$ cat config.mk
export PLATFORM = sky130hd
export DESIGN_NAME = login_stream_cipher_top
export DESIGN_NICKNAME = d
export VERILOG_FILES = /design/src/lsc_pkg.sv /design/src/lsc_ctrl.sv /design/src/lsc_datapath.sv /design/src/login_stream_cipher_top.sv
export SDC_FILE = /design/constraint.sdc
export NUM_CORES = 2
export LEC_CHECK = 0
export ABC_CLOCK_PERIOD_IN_PS = 17200
export BUFFER_PORTS_ARGS = -buffer_cell sky130_fd_sc_hd__buf_2
export CAP_MARGIN = 20
export CORE_ASPECT_RATIO = 1.75
export CORE_MARGIN = 10
export CORE_UTILIZATION = 50
export CTS_CLUSTER_DIAMETER = 150
export DETAILED_ROUTE_END_ITERATION = 12
export GPL_TIMING_DRIVEN = 0
export PLACE_DENSITY_LB_ADDON = 0.3
export SLEW_MARGIN = 30
export SYNTH_ARGS = -nofsm -noshare
export SYNTH_HDL_FRONTEND = slang
export SYNTH_SLANG_ARGS = --single-unit
$ cat constraint.sdc
create_clock -name clk -period 17.2 [get_ports clk]
set_input_delay 2.58 -clock clk [delete_from_list [all_inputs] [get_ports clk]]
set_output_delay 2.58 -clock clk [all_outputs]
set_load 0.05 [all_outputs]
$ cat src/lsc_pkg.sv
// Types, codes and constants shared by the login stream cipher modules.
package lsc_pkg;

	localparam int unsigned WORD_W = 32;
	localparam int unsigned CFG_INDEX_W = 3;

	// Request commands
	localparam logic CMD_LOAD = 1'b0;
	localparam logic CMD_ENCRYPT = 1'b1;

	// Register indexes
	localparam logic [CFG_INDEX_W-1:0] REG_KEY_K1 = 3'd0;
	localparam logic [CFG_INDEX_W-1:0] REG_KEY_K2 = 3'd1;
	localparam logic [CFG_INDEX_W-1:0] REG_KEY_K3 = 3'd2;
	localparam logic [CFG_INDEX_W-1:0] REG_SEED_KEY = 3'd3;
	localparam logic [CFG_INDEX_W-1:0] REG_CIPHER_MODE = 3'd4;

	// Cipher modes; the unused code falls back to the current scheme
	localparam logic [1:0] MODE_CURRENT = 2'd0;
	localparam logic [1:0] MODE_OLD = 2'd1;
	localparam logic [1:0] MODE_MUL = 2'd2;

	// Seed masks
	localparam logic [15:0] SEED_MASK_LOW = 16'haaaa;
	localparam logic [15:0] SEED_MASK_HIGH = 16'h4321;
	localparam logic [15:0] SEED_MASK_INV = 16'habcd;

	// Multiply-mode constants
	localparam logic [WORD_W-1:0] MUL_A = 32'h35ce9581;
	localparam logic [WORD_W-1:0] ADD_A = 32'h07afcc37;
	localparam logic [WORD_W-1:0] MUL_B = 32'h4c3a1353;
	localparam logic [WORD_W-1:0] ADD_B = 32'h16ef783f;

	typedef struct packed {
		logic        command;
		logic [31:0] seed;
		logic [7:0]  data_in;
		logic        last_in;
	} in_item_t;

	typedef struct packed {
		logic [7:0] data_out;
		logic       last_out;
	} out_item_t;

	// Steps of the multiply-mode key advance
	typedef enum logic [2:0] {
		MS_SQ_LOW    = 3'd0,
		MS_SCALE_A   = 3'd1,
		MS_MUL_K1    = 3'd2,
		MS_HIGH_DONE = 3'd3,
		MS_SQ_HIGH   = 3'd4,
		MS_SCALE_B   = 3'd5,
		MS_LOW_DONE  = 3'd6
	} mul_step_t;

	typedef struct packed {
		logic      load_seed;
		logic      encrypt;
		logic      advance_simple;
		logic      mul_en;
		mul_step_t step;
	} dp_cmd_t;

	typedef struct packed {
		logic mode_mul;
	} dp_status_t;

endpackage

$ cat src/lsc_ctrl.sv
// Controller for the login stream cipher: request handshake and multiply sequence.
module lsc_ctrl (
	input  logic                 clk,
	input  logic                 arst_n,
	input  logic                 in_valid,
	input  logic                 command,
	output logic                 in_ready,
	output logic                 out_valid,
	input  logic                 out_ready,
	input  lsc_pkg::dp_status_t  status,
	output lsc_pkg::dp_cmd_t     cmd
);

	typedef enum logic [1:0] {
		ST_IDLE = 2'b01,
		ST_MUL  = 2'b10
	} state_t;

	state_t             state_q;
	lsc_pkg::mul_step_t step_q;
	logic               out_valid_q;
	logic               accept;

	assign in_ready = (state_q == ST_IDLE) && (!out_valid_q || out_ready);
	assign accept = in_valid && in_ready;
	assign out_valid = out_valid_q;

	always_comb begin
		cmd.load_seed = accept && (command == lsc_pkg::CMD_LOAD);
		cmd.encrypt = accept && (command == lsc_pkg::CMD_ENCRYPT);
		cmd.advance_simple = cmd.encrypt && !status.mode_mul;
		cmd.mul_en = (state_q == ST_MUL);
		cmd.step = step_q;
	end

	always_ff @(posedge clk or negedge arst_n) begin
		if (!arst_n) begin
			state_q <= ST_IDLE;
			step_q <= lsc_pkg::MS_SQ_LOW;
			out_valid_q <= 1'b0;
		end else begin
			if (cmd.encrypt) begin
				out_valid_q <= 1'b1;
			end else if (out_ready) begin
				out_valid_q <= 1'b0;
			end
			unique case (state_q)
				ST_IDLE: begin
					if (cmd.encrypt && status.mode_mul) begin
						state_q <= ST_MUL;
						step_q <= lsc_pkg::MS_SQ_LOW;
					end
				end
				ST_MUL: begin
					if (step_q == lsc_pkg::MS_LOW_DONE) begin
						state_q <= ST_IDLE;
					end else begin
						step_q <= lsc_pkg::mul_step_t'(step_q + 3'd1);
					end
				end
				default: state_q <= ST_IDLE;
			endcase
		end
	end

endmodule

$ cat src/lsc_datapath.sv
// Datapath for the login stream cipher: registers, key words, multiplier and output.
module lsc_datapath (
	input  logic                                clk,
	input  logic                                arst_n,
	input  logic                                cfg_en,
	input  logic [lsc_pkg::CFG_INDEX_W-1:0]     cfg_index,
	input  logic [lsc_pkg::WORD_W-1:0]          cfg_data,
	input  lsc_pkg::in_item_t                   in_data,
	input  lsc_pkg::dp_cmd_t                    cmd,
	output lsc_pkg::dp_status_t                 status,
	output lsc_pkg::out_item_t                  out_data
);

	logic [31:0] key_k1_q;
	logic [31:0] key_k2_q;
	logic [31:0] key_k3_q;
	logic [15:0] seed_key_q;
	logic [1:0]  cipher_mode_q;

	logic [31:0] w0_q;
	logic [31:0] w1_q;
	logic [31:0] prod_q;
	logic [31:0] acc_q;
	lsc_pkg::out_item_t out_q;

	logic [31:0] mul_a;
	logic [31:0] mul_b;
	logic [31:0] mul_lo;
	logic [31:0] sum;
	logic [4:0]  w0_sq_n;
	logic [4:0]  w1_sq_n;
	logic [4:0]  cnt_hi_n;
	logic [4:0]  cnt_lo_n;
	logic [31:0] shr_k1;
	logic [31:0] shr_k2;
	logic [31:0] seed_w0;
	logic [31:0] seed_w1;
	logic [31:0] simple_w0;
	logic [31:0] simple_w1;
	logic [31:0] cur_t;

	assign status.mode_mul = (cipher_mode_q == lsc_pkg::MODE_MUL);
	assign out_data = out_q;

	// Seed load
	assign seed_w0 = {~in_data.seed[15:0] ^ seed_key_q,
		in_data.seed[15:0] ^ lsc_pkg::SEED_MASK_LOW};
	assign seed_w1 = {~in_data.seed[31:16] ^ lsc_pkg::SEED_MASK_INV,
		in_data.seed[31:16] ^ lsc_pkg::SEED_MASK_HIGH};

	// Rotate-and-xor advance for the old and current schemes
	assign cur_t = ({w0_q[0], w1_q[31:1]} ^ key_k1_q) >> 1;
	always_comb begin
		if (cipher_mode_q == lsc_pkg::MODE_OLD) begin
			simple_w0 = {w1_q[0], w0_q[31:1]} ^ key_k2_q;
			simple_w1 = {w0_q[0], w1_q[31:1]} ^ key_k1_q;
		end else begin
			simple_w0 = {w1_q[0], w0_q[31:1]} ^ key_k3_q;
			simple_w1 = {w0_q[0] | cur_t[31], cur_t[30:0]} ^ key_k2_q;
		end
	end

	// Shift counts need only the low five bits of the squares
	assign w1_sq_n = w1_q[4:0] * w1_q[4:0];
	assign w0_sq_n = w0_q[4:0] * w0_q[4:0];
	assign cnt_hi_n = w1_sq_n * 5'd5;
	assign cnt_lo_n = w0_sq_n * 5'd3;
	assign shr_k1 = key_k1_q >> cnt_hi_n;
	assign shr_k2 = key_k2_q >> cnt_lo_n;

	// Shared multiplier operands
	always_comb begin
		unique case (cmd.step)
			lsc_pkg::MS_SQ_LOW: begin
				mul_a = w0_q;
				mul_b = w0_q;
			end
			lsc_pkg::MS_SCALE_A: begin
				mul_a = prod_q;
				mul_b = lsc_pkg::MUL_A;
			end
			lsc_pkg::MS_MUL_K1: begin
				mul_a = w1_q;
				mul_b = key_k1_q;
			end
			lsc_pkg::MS_HIGH_DONE: begin
				mul_a = w0_q;
				mul_b = key_k2_q;
			end
			lsc_pkg::MS_SQ_HIGH: begin
				mul_a = w1_q;
				mul_b = w1_q;
			end
			lsc_pkg::MS_SCALE_B: begin
				mul_a = prod_q;
				mul_b = lsc_pkg::MUL_B;
			end
			default: begin
				mul_a = prod_q;
				mul_b = lsc_pkg::MUL_B;
			end
		endcase
	end

	assign mul_lo = mul_a * mul_b;
	assign sum = acc_q + prod_q;

	always_ff @(posedge clk) begin
		if (cmd.mul_en) begin
			prod_q <= mul_lo;
			unique case (cmd.step)
				lsc_pkg::MS_SQ_LOW:    acc_q <= shr_k1 + lsc_pkg::ADD_A;
				lsc_pkg::MS_MUL_K1:    acc_q <= sum;
				lsc_pkg::MS_HIGH_DONE: acc_q <= shr_k2 + lsc_pkg::ADD_B;
				lsc_pkg::MS_SQ_HIGH:   acc_q <= sum;
				default:               acc_q <= acc_q;
			endcase
		end
		if (cmd.encrypt) begin
			out_q.data_out <= in_data.data_in ^ w0_q[7:0];
			out_q.last_out <= in_data.last_in;
		end
	end

	always_ff @(posedge clk or negedge arst_n) begin
		if (!arst_n) begin
			key_k1_q <= '0;
			key_k2_q <= '0;
			key_k3_q <= '0;
			seed_key_q <= '0;
			cipher_mode_q <= lsc_pkg::MODE_CURRENT;
		end else if (cfg_en) begin
			unique case (cfg_index)
				lsc_pkg::REG_KEY_K1:      key_k1_q <= cfg_data;
				lsc_pkg::REG_KEY_K2:      key_k2_q <= cfg_data;
				lsc_pkg::REG_KEY_K3:      key_k3_q <= cfg_data;
				lsc_pkg::REG_SEED_KEY:    seed_key_q <= cfg_data[15:0];
				lsc_pkg::REG_CIPHER_MODE: cipher_mode_q <= cfg_data[1:0];
				default: ;
			endcase
		end
	end

	always_ff @(posedge clk or negedge arst_n) begin
		if (!arst_n) begin
			w0_q <= '0;
			w1_q <= '0;
		end else if (cmd.load_seed) begin
			w0_q <= seed_w0;
			w1_q <= seed_w1;
		end else if (cmd.advance_simple) begin
			w0_q <= simple_w0;
			w1_q <= simple_w1;
		end else if (cmd.mul_en && (cmd.step == lsc_pkg::MS_HIGH_DONE)) begin
			w1_q <= sum;
		end else if (cmd.mul_en && (cmd.step == lsc_pkg::MS_LOW_DONE)) begin
			w0_q <= sum;
		end
	end

endmodule

$ cat src/login_stream_cipher_top.sv
// Top level of the login stream cipher: controller, datapath and port wiring.
// A ciphertext byte is offered in the cycle after its request is taken.
// Seed loads and old/current-mode bytes are taken back to back unless the
// output stalls; a multiply-mode byte holds off new requests while its seven
// steps run through one shared 32x32 multiplier. Reset (arst_n low, asynchronous)
// clears the key words and all configuration registers to zero and empties the output register.
module login_stream_cipher_top (
	input  logic                            clk,
	input  logic                            arst_n,
	input  logic                            in_valid,
	output logic                            in_ready,
	input  lsc_pkg::in_item_t               in_data,
	output logic                            out_valid,
	input  logic                            out_ready,
	output lsc_pkg::out_item_t              out_data,
	input  logic                            cfg_en,
	input  logic [lsc_pkg::CFG_INDEX_W-1:0] cfg_index,
	input  logic [lsc_pkg::WORD_W-1:0]      cfg_data
);

	// Commands from the controller, status back from the datapath
	lsc_pkg::dp_cmd_t    cmd;
	lsc_pkg::dp_status_t status;

	// Controller: take a request when idle and the output register can be
	// refilled, then run the multiply sequence where the mode calls for it.
	lsc_ctrl u_ctrl (
		.clk       (clk),
		.arst_n    (arst_n),
		.in_valid  (in_valid),
		.command   (in_data.command),
		.in_ready  (in_ready),
		.out_valid (out_valid),
		.out_ready (out_ready),
		.status    (status),
		.cmd       (cmd)
	);

	// Datapath: hold the configuration and key words, encrypt the byte with
	// the key before it advances, and advance the key.
	lsc_datapath u_dp (
		.clk       (clk),
		.arst_n    (arst_n),
		.cfg_en    (cfg_en),
		.cfg_index (cfg_index),
		.cfg_data  (cfg_data),
		.in_data   (in_data),
		.cmd       (cmd),
		.status    (status),
		.out_data  (out_data)
	);

endmodule

== Word level (Yosys, flattened, before mapping) ==
Cells that the tools add are included.

* Bitwise gates (word level): 12
* Mux-type cells: 20
* Reductions and logical operators: 29
* Shifts and indexed selects: 2
* Multiply operators: 5
* Equality and inequality tests: 17
* Add/subtract/negate cells: 4

{| class="wikitable"
|+ Operators with widths
! kind !! number
|-
| 32-bit two-way mux || 9
|-
| 32-bit case mux with 5 select lines || 1
|-
| 32-bit bitwise XOR || 4
|-
| 32-bit case mux with 3 select lines || 1
|-
| 32-bit case mux with 2 select lines || 1
|-
| 32-bit by 5-bit >> shifter with 32-bit output || 2
|-
| 32-bit by 27-bit adder with 32-bit output, second input constant || 1
|-
| 32-bit by 29-bit adder with 32-bit output, second input constant || 1
|-
| 32-bit adder || 1
|-
| 32-bit by 32-bit multiplier with 32-bit output || 1
|-
| 16-bit inverter || 2
|-
| 2-bit AND reduction || 8
|-
| 16-bit bitwise XOR || 1
|-
| 3-bit by 2-bit == test with 1-bit output, second input constant || 4
|-
| 5-bit by 5-bit multiplier with 5-bit output || 2
|-
| 10-bit inverter || 1
|-
| 3-bit == test, second input constant || 3
|-
| 3-bit nonzero test || 3
|-
| 1-bit logical AND || 8
|-
| 8-bit inverter || 1
|-
| 8-bit bitwise XOR || 1
|-
| 3-bit by 1-bit == test with 1-bit output, second input constant || 2
|-
| 3-bit logical NOT || 2
|-
| 3-bit two-way mux || 2
|-
| other kinds (18) || 27
|}

* Input bits: 82
* Logic and storage cells: 103
* Register bits: 257
* Output and inout port bits: 11

== Longest topological paths before layout ==
* Depth in word-level cells: 8
* Gate-level depth with buffers: 38
* Depth with buffers taken out: 32

== Modules after synthesis ==
Synthesis repeated with hierarchy kept, for this count alone.

* Cell total of the unflattened synthesis: 3,970
* Area total of the unflattened synthesis: 35,310.1 µm²

{| class="wikitable"
|+ By module, submodules not included
! module !! seq. area each (µm²) !! instances !! cells each !! area each (µm²)
|-
| lsc_datapath || 6,646.4 || 1 || 3,939 || 34,956.0
|-
| lsc_ctrl || 151.4 || 1 || 31 || 354.1
|}

== Worst setup path after synthesis ==
OpenSTA, ideal clock, no wires.

* Kind: register -> register
* From: reg u_ctrl.step_q[2]
* To: reg u_dp.prod_q[31], data pin
* Period minus slack after synthesis: 8.932 ns
* Cell stages (with the launch flop): 35
* Data arrival time: 8.664 ns
* Library setup time: 0.268 ns
* Buffers on the path: 8
* Required time: 16.932 ns
* Path slack: 8.268 ns
* Path through: dfrtp_1 -> buf_2 -> buf_2 -> buf_2 -> inv_1 -> ha_1 -> clkbuf_1 -> buf_1 -> clkbuf_1 -> a22oi_1 -> and2_1 -> clkbuf_1 -> clkbuf_1 -> nor2_1 -> fa_1 -> fa_1 -> fa_1 -> inv_1 -> fa_1 -> inv_1 -> fa_1 -> inv_1 -> fa_1 -> inv_1 -> fa_1 -> fa_1 -> ha_1 -> a21oi_1 -> o21ai_0 -> nand2_1 -> nand2_1 -> a2111oi_0 -> o21ai_0 -> a211oi_1 -> xnor3_1

* Longest elaborated chain between the ends: 4
* Elaborated cells between the ends (all ways): 10
* Classes of those cells: 1 x mul; 4 x eq/ne; 2 x mux; 3 x reduce/logical

{| class="wikitable"
|+ RTL lines
! item !! RTL line !! source
|-
| start, declared || lsc_ctrl.sv:20 || <nowiki>lsc_pkg::mul_step_t step_q;</nowiki>
|-
| start signal, assigned || lsc_ctrl.sv:39 || <nowiki>step_q <= lsc_pkg::MS_SQ_LOW;</nowiki>
|-
| start signal, assigned || lsc_ctrl.sv:51 || <nowiki>step_q <= lsc_pkg::MS_SQ_LOW;</nowiki>
|-
| start signal, assigned || lsc_ctrl.sv:58 || <nowiki>step_q <= lsc_pkg::mul_step_t'(step_q + 3'd1);</nowiki>
|-
| 3-bit by 2-bit == test with 1-bit output, or another cell as far along || lsc_datapath.sv:73 || <nowiki>unique case (cmd.step)</nowiki>
|-
| 2-bit OR reduction (no source line) || n/a ||
|-
| 32-bit case mux with 2 select lines || lsc_datapath.sv:73 ||
|-
| 32-bit by 32-bit multiplier with 32-bit output * || lsc_datapath.sv:105 || <nowiki>assign mul_lo = mul_a * mul_b;</nowiki>
|-
| named net u_dp.mul_lo[31] || lsc_datapath.sv:28 || <nowiki>logic [31:0] mul_lo;</nowiki>
|-
| end signal, assigned || lsc_datapath.sv:110 || <nowiki>prod_q <= mul_lo;</nowiki>
|-
| end, declared || lsc_datapath.sv:22 || <nowiki>logic [31:0] prod_q;</nowiki>
|}

The timed path passes the listed nets; every way through them passes the cells marked *.
A chain may end at the register's enable or synchronous reset.

== Worst setup path in the final report ==
* From: reg u_ctrl.step_q[2]
* To: reg u_dp.prod_q[30], data pin

The elaborated chain is that of the path after synthesis.

==> results by group <==
Worst setup path
  – Most frequent CP cell: fa_1
  – CP endpoint kind: register
  – Crit path launch type: register
  – Critical path buffers and inverters: 13
  – R2R Setup Slk: 4.71 ns
  – Crit path to: u_dp.prod_q[30]
  – Critical path type: register to register
  – Critical R2R Capture: u_dp.prod_q[30]
  – Critical path depth: 34
  – Crit path launch: u_ctrl.step_q[2]
  – Req. time, crit path: 17.46 ns
  – FF-to-FF path depth: 34
  – Crit path max-delay cell type: o311ai_0
  – Family with the most delay on the worst path: adder cells
  – Crit-path max cell delay: 0.85 ns
  – Max Fanout on Critical Path: 10
  – CP arrival: 12.75 ns
  – Worst R2R Start: u_ctrl.step_q[2]

Clock tree
  – CTS Root Cell: clkbuf_16
  – Register clock-pin slew on the reported worst setup and hold paths: 0.08 ns
  – Clk_lat worst skew: 0.60 ns
  – CTS tree: done
  – CTS Buffer Depth: 3
  – Post-CTS Setup Inserts: 0
  – Number of buffers created by CTS: 25
  – Post_cts resized: 0
  – Cts hold-fix bufs: 0
  – TritonCTS Sinks: 257
  – # H-tree levels: 1

STA
  – Clock Skew: 0.0234 ns
  – Final Hold Viols: 0
  – Fin. max-slew vios: 0
  – Fmax: 80.1 MHz
  – Slew HR: 0.241
  – RSZ-0062 raised after global routing: false
  – Fin crit share: 0.726
  – # setup viols final: 0
  – Fin crit period: 12.49 ns
  – Tightest Pin Transition: 1.13 ns
  – Final setup TNS: 0 ns

Synth
  – Ys flop type: dfrtp_1
  – Area contributors post-synth: fa_1, dfrtp_1, edfxtp_1
  – Post-synth EDFFs: 73
  – Fraction of registers with async set/reset: 0.716
  – Yosys top cell by area: fa_1
  – Avg Inst Size Synth: 8.86 sq um
  – Yosys top cell area share: 0.232
  – Synth cell types: 109
  – Gate count after technology mapping: 4003
  – Netlist Area Pre-Place: 0.0355 sq mm
  – FF+latch count, synth: 257
  – Mapped Nets: 4661
  – Sequential area share after synthesis: 0.192
  – Yosys warnings: 0

Floorplan
  – Initial core utilization: 0.503
  – Full die area: 0.0824 sq mm
  – Boundary Pins: 93
  – Die Ht: 372 um
  – Die W: 221 um
  – Row Count: 129
  – Core area: 0.0705 sq mm

Route
  – DRT iter0 DRCs: 3020
  – # DRC: 0
  – Final antenna-violating net count: 0
  – Vias: 32100
  – Vias per cell: 6.31
  – Wire per inst: 34.0 um
  – Initial DRT Pass Iterations: 8
  – Routed WL: 173000 um

Final layout
  – Layout cells sized above 1: 0.122
  – Most frequent cells in the layout: nand2_1, inv_1, nor2_1, fa_1, dfrtp_1
  – Synth-to-layout area growth: 8.47%
  – Most common cell after layout, fill and taps aside: nand2_1
  – Nets: 4799

Run status
  – Outcome: complete, no violations

Global routing
  – Grt ovf: 0
  – Initial antenna violation count: 4
  – Vias in the first global route: 33400
  – First-pass GRT wire length: 243000 um
  – Largest net degree at the start of global routing: 76
  – Total track usage: 0.415

Placement
  – GP Congestion: 1.13
  – Final HPWL DP: 139000 um
  – IO Port Bufs: 92

Min path
  – Tightest Hold Check Type: register to register

Flow run
  – Number of max-cap violations: 0
==> stage by stage <==
step,util,instance area [sq um],cells,worst slack (ns),hold slack [ns]
after floorplan,-,35500,4003,8.27,0.480
after global placement,0.526,37100,5012,4.54,0.489
after detailed placement,0.531,37500,5026,5.17,0.496
after CTS,0.544,38400,5072,5.05,0.511
after global routing,0.545,38500,5077,4.58,0.528
final,0.546,38500,5080,4.71,0.513
==> worst min path at each step <==
stage                             end  depth (start not counted)         startpoint  slack (ns)
finish              u_dp.key_k3_q[19]                          1  u_dp.key_k3_q[19]        0.51
global route        u_dp.key_k3_q[19]                          1  u_dp.key_k3_q[19]        0.53
CTS                  u_dp.key_k3_q[2]                          1   u_dp.key_k3_q[2]        0.51
detailed placement  u_dp.key_k3_q[19]                          1  u_dp.key_k3_q[19]        0.50
global placement     u_dp.key_k3_q[3]                          1   u_dp.key_k3_q[3]        0.49
floorplan            u_dp.key_k3_q[0]                          1   u_dp.key_k3_q[0]        0.48
==> layer usage <==
| metal | routed length, um | GRT usage | up-vias | part of all wire |
|---|---|---|---|---|
| li1 | - | - | 13500 | - |
| met1 | 53100 | 0.399 | 15800 | 0.31 |
| met2 | 81500 | 0.692 | 1967 | 0.47 |
| met3 | 14100 | 0.0965 | 862 | 0.081 |
| met4 | 24100 | 0.465 | 8 | 0.14 |
| met5 | 58 | 0 | - | 0.00034 |
==> final cells by class <==
class,instances,area (sq um)
Clock inverter,16,234
Buffer,237,1100
Antenna cell,3,7.51
Clock buffer,30,674
Tap cell,917,1150
Sequential cell,257,6800
Timing Repair Buffer,111,684
Inverter,467,1750
Fill cell,6692,32100
Multi-Input combinational cell,3042,26100
==> flip-flops by register name (all words and copies together) (netlist names) <==
name	cells
u_dp.w0_q	32
u_ctrl.out_valid	1
u_dp.key_k2_q	32
u_ctrl.state_q	2
u_dp.out_data	9
u_ctrl.step_q	3
u_dp.key_k1_q	32
u_dp.key_k3_q	32
u_dp.cipher_mode_q	2
u_dp.seed_key_q	16
u_dp.w1_q	32
u_dp.acc_q	32
u_dp.prod_q	32
==> synthesized netlist by cell type (114+ instances only) <==
master	count
inv_1	464
mux2_2	164
dfrtp_1	183
a21oi_1	175
o21ai_0	135
ha_1	165
fa_1	411
nor2_1	458
xnor2_1	166
nand2_1	486
clkbuf_1	141
mux2i_1	114
==> cell families (layout without fill, tap and decap cells) <==
logic type      count (synthesis)  in the layout  share of synthesized area
xor+xnor                      277            277                     0.0692
fa+ha+maj                     576            576                      0.290
flops                         257            257                      0.192
simple gates                 1195           1195                      0.145
other cells                     1              4                   0.000106
buf+inv                       704            861                     0.0798
compound gates                695            695                      0.130
mux                           298            298                     0.0940
Power is not shown: default switching activity piles up to over one toggle a cycle in this logic, so the estimate is an artifact.
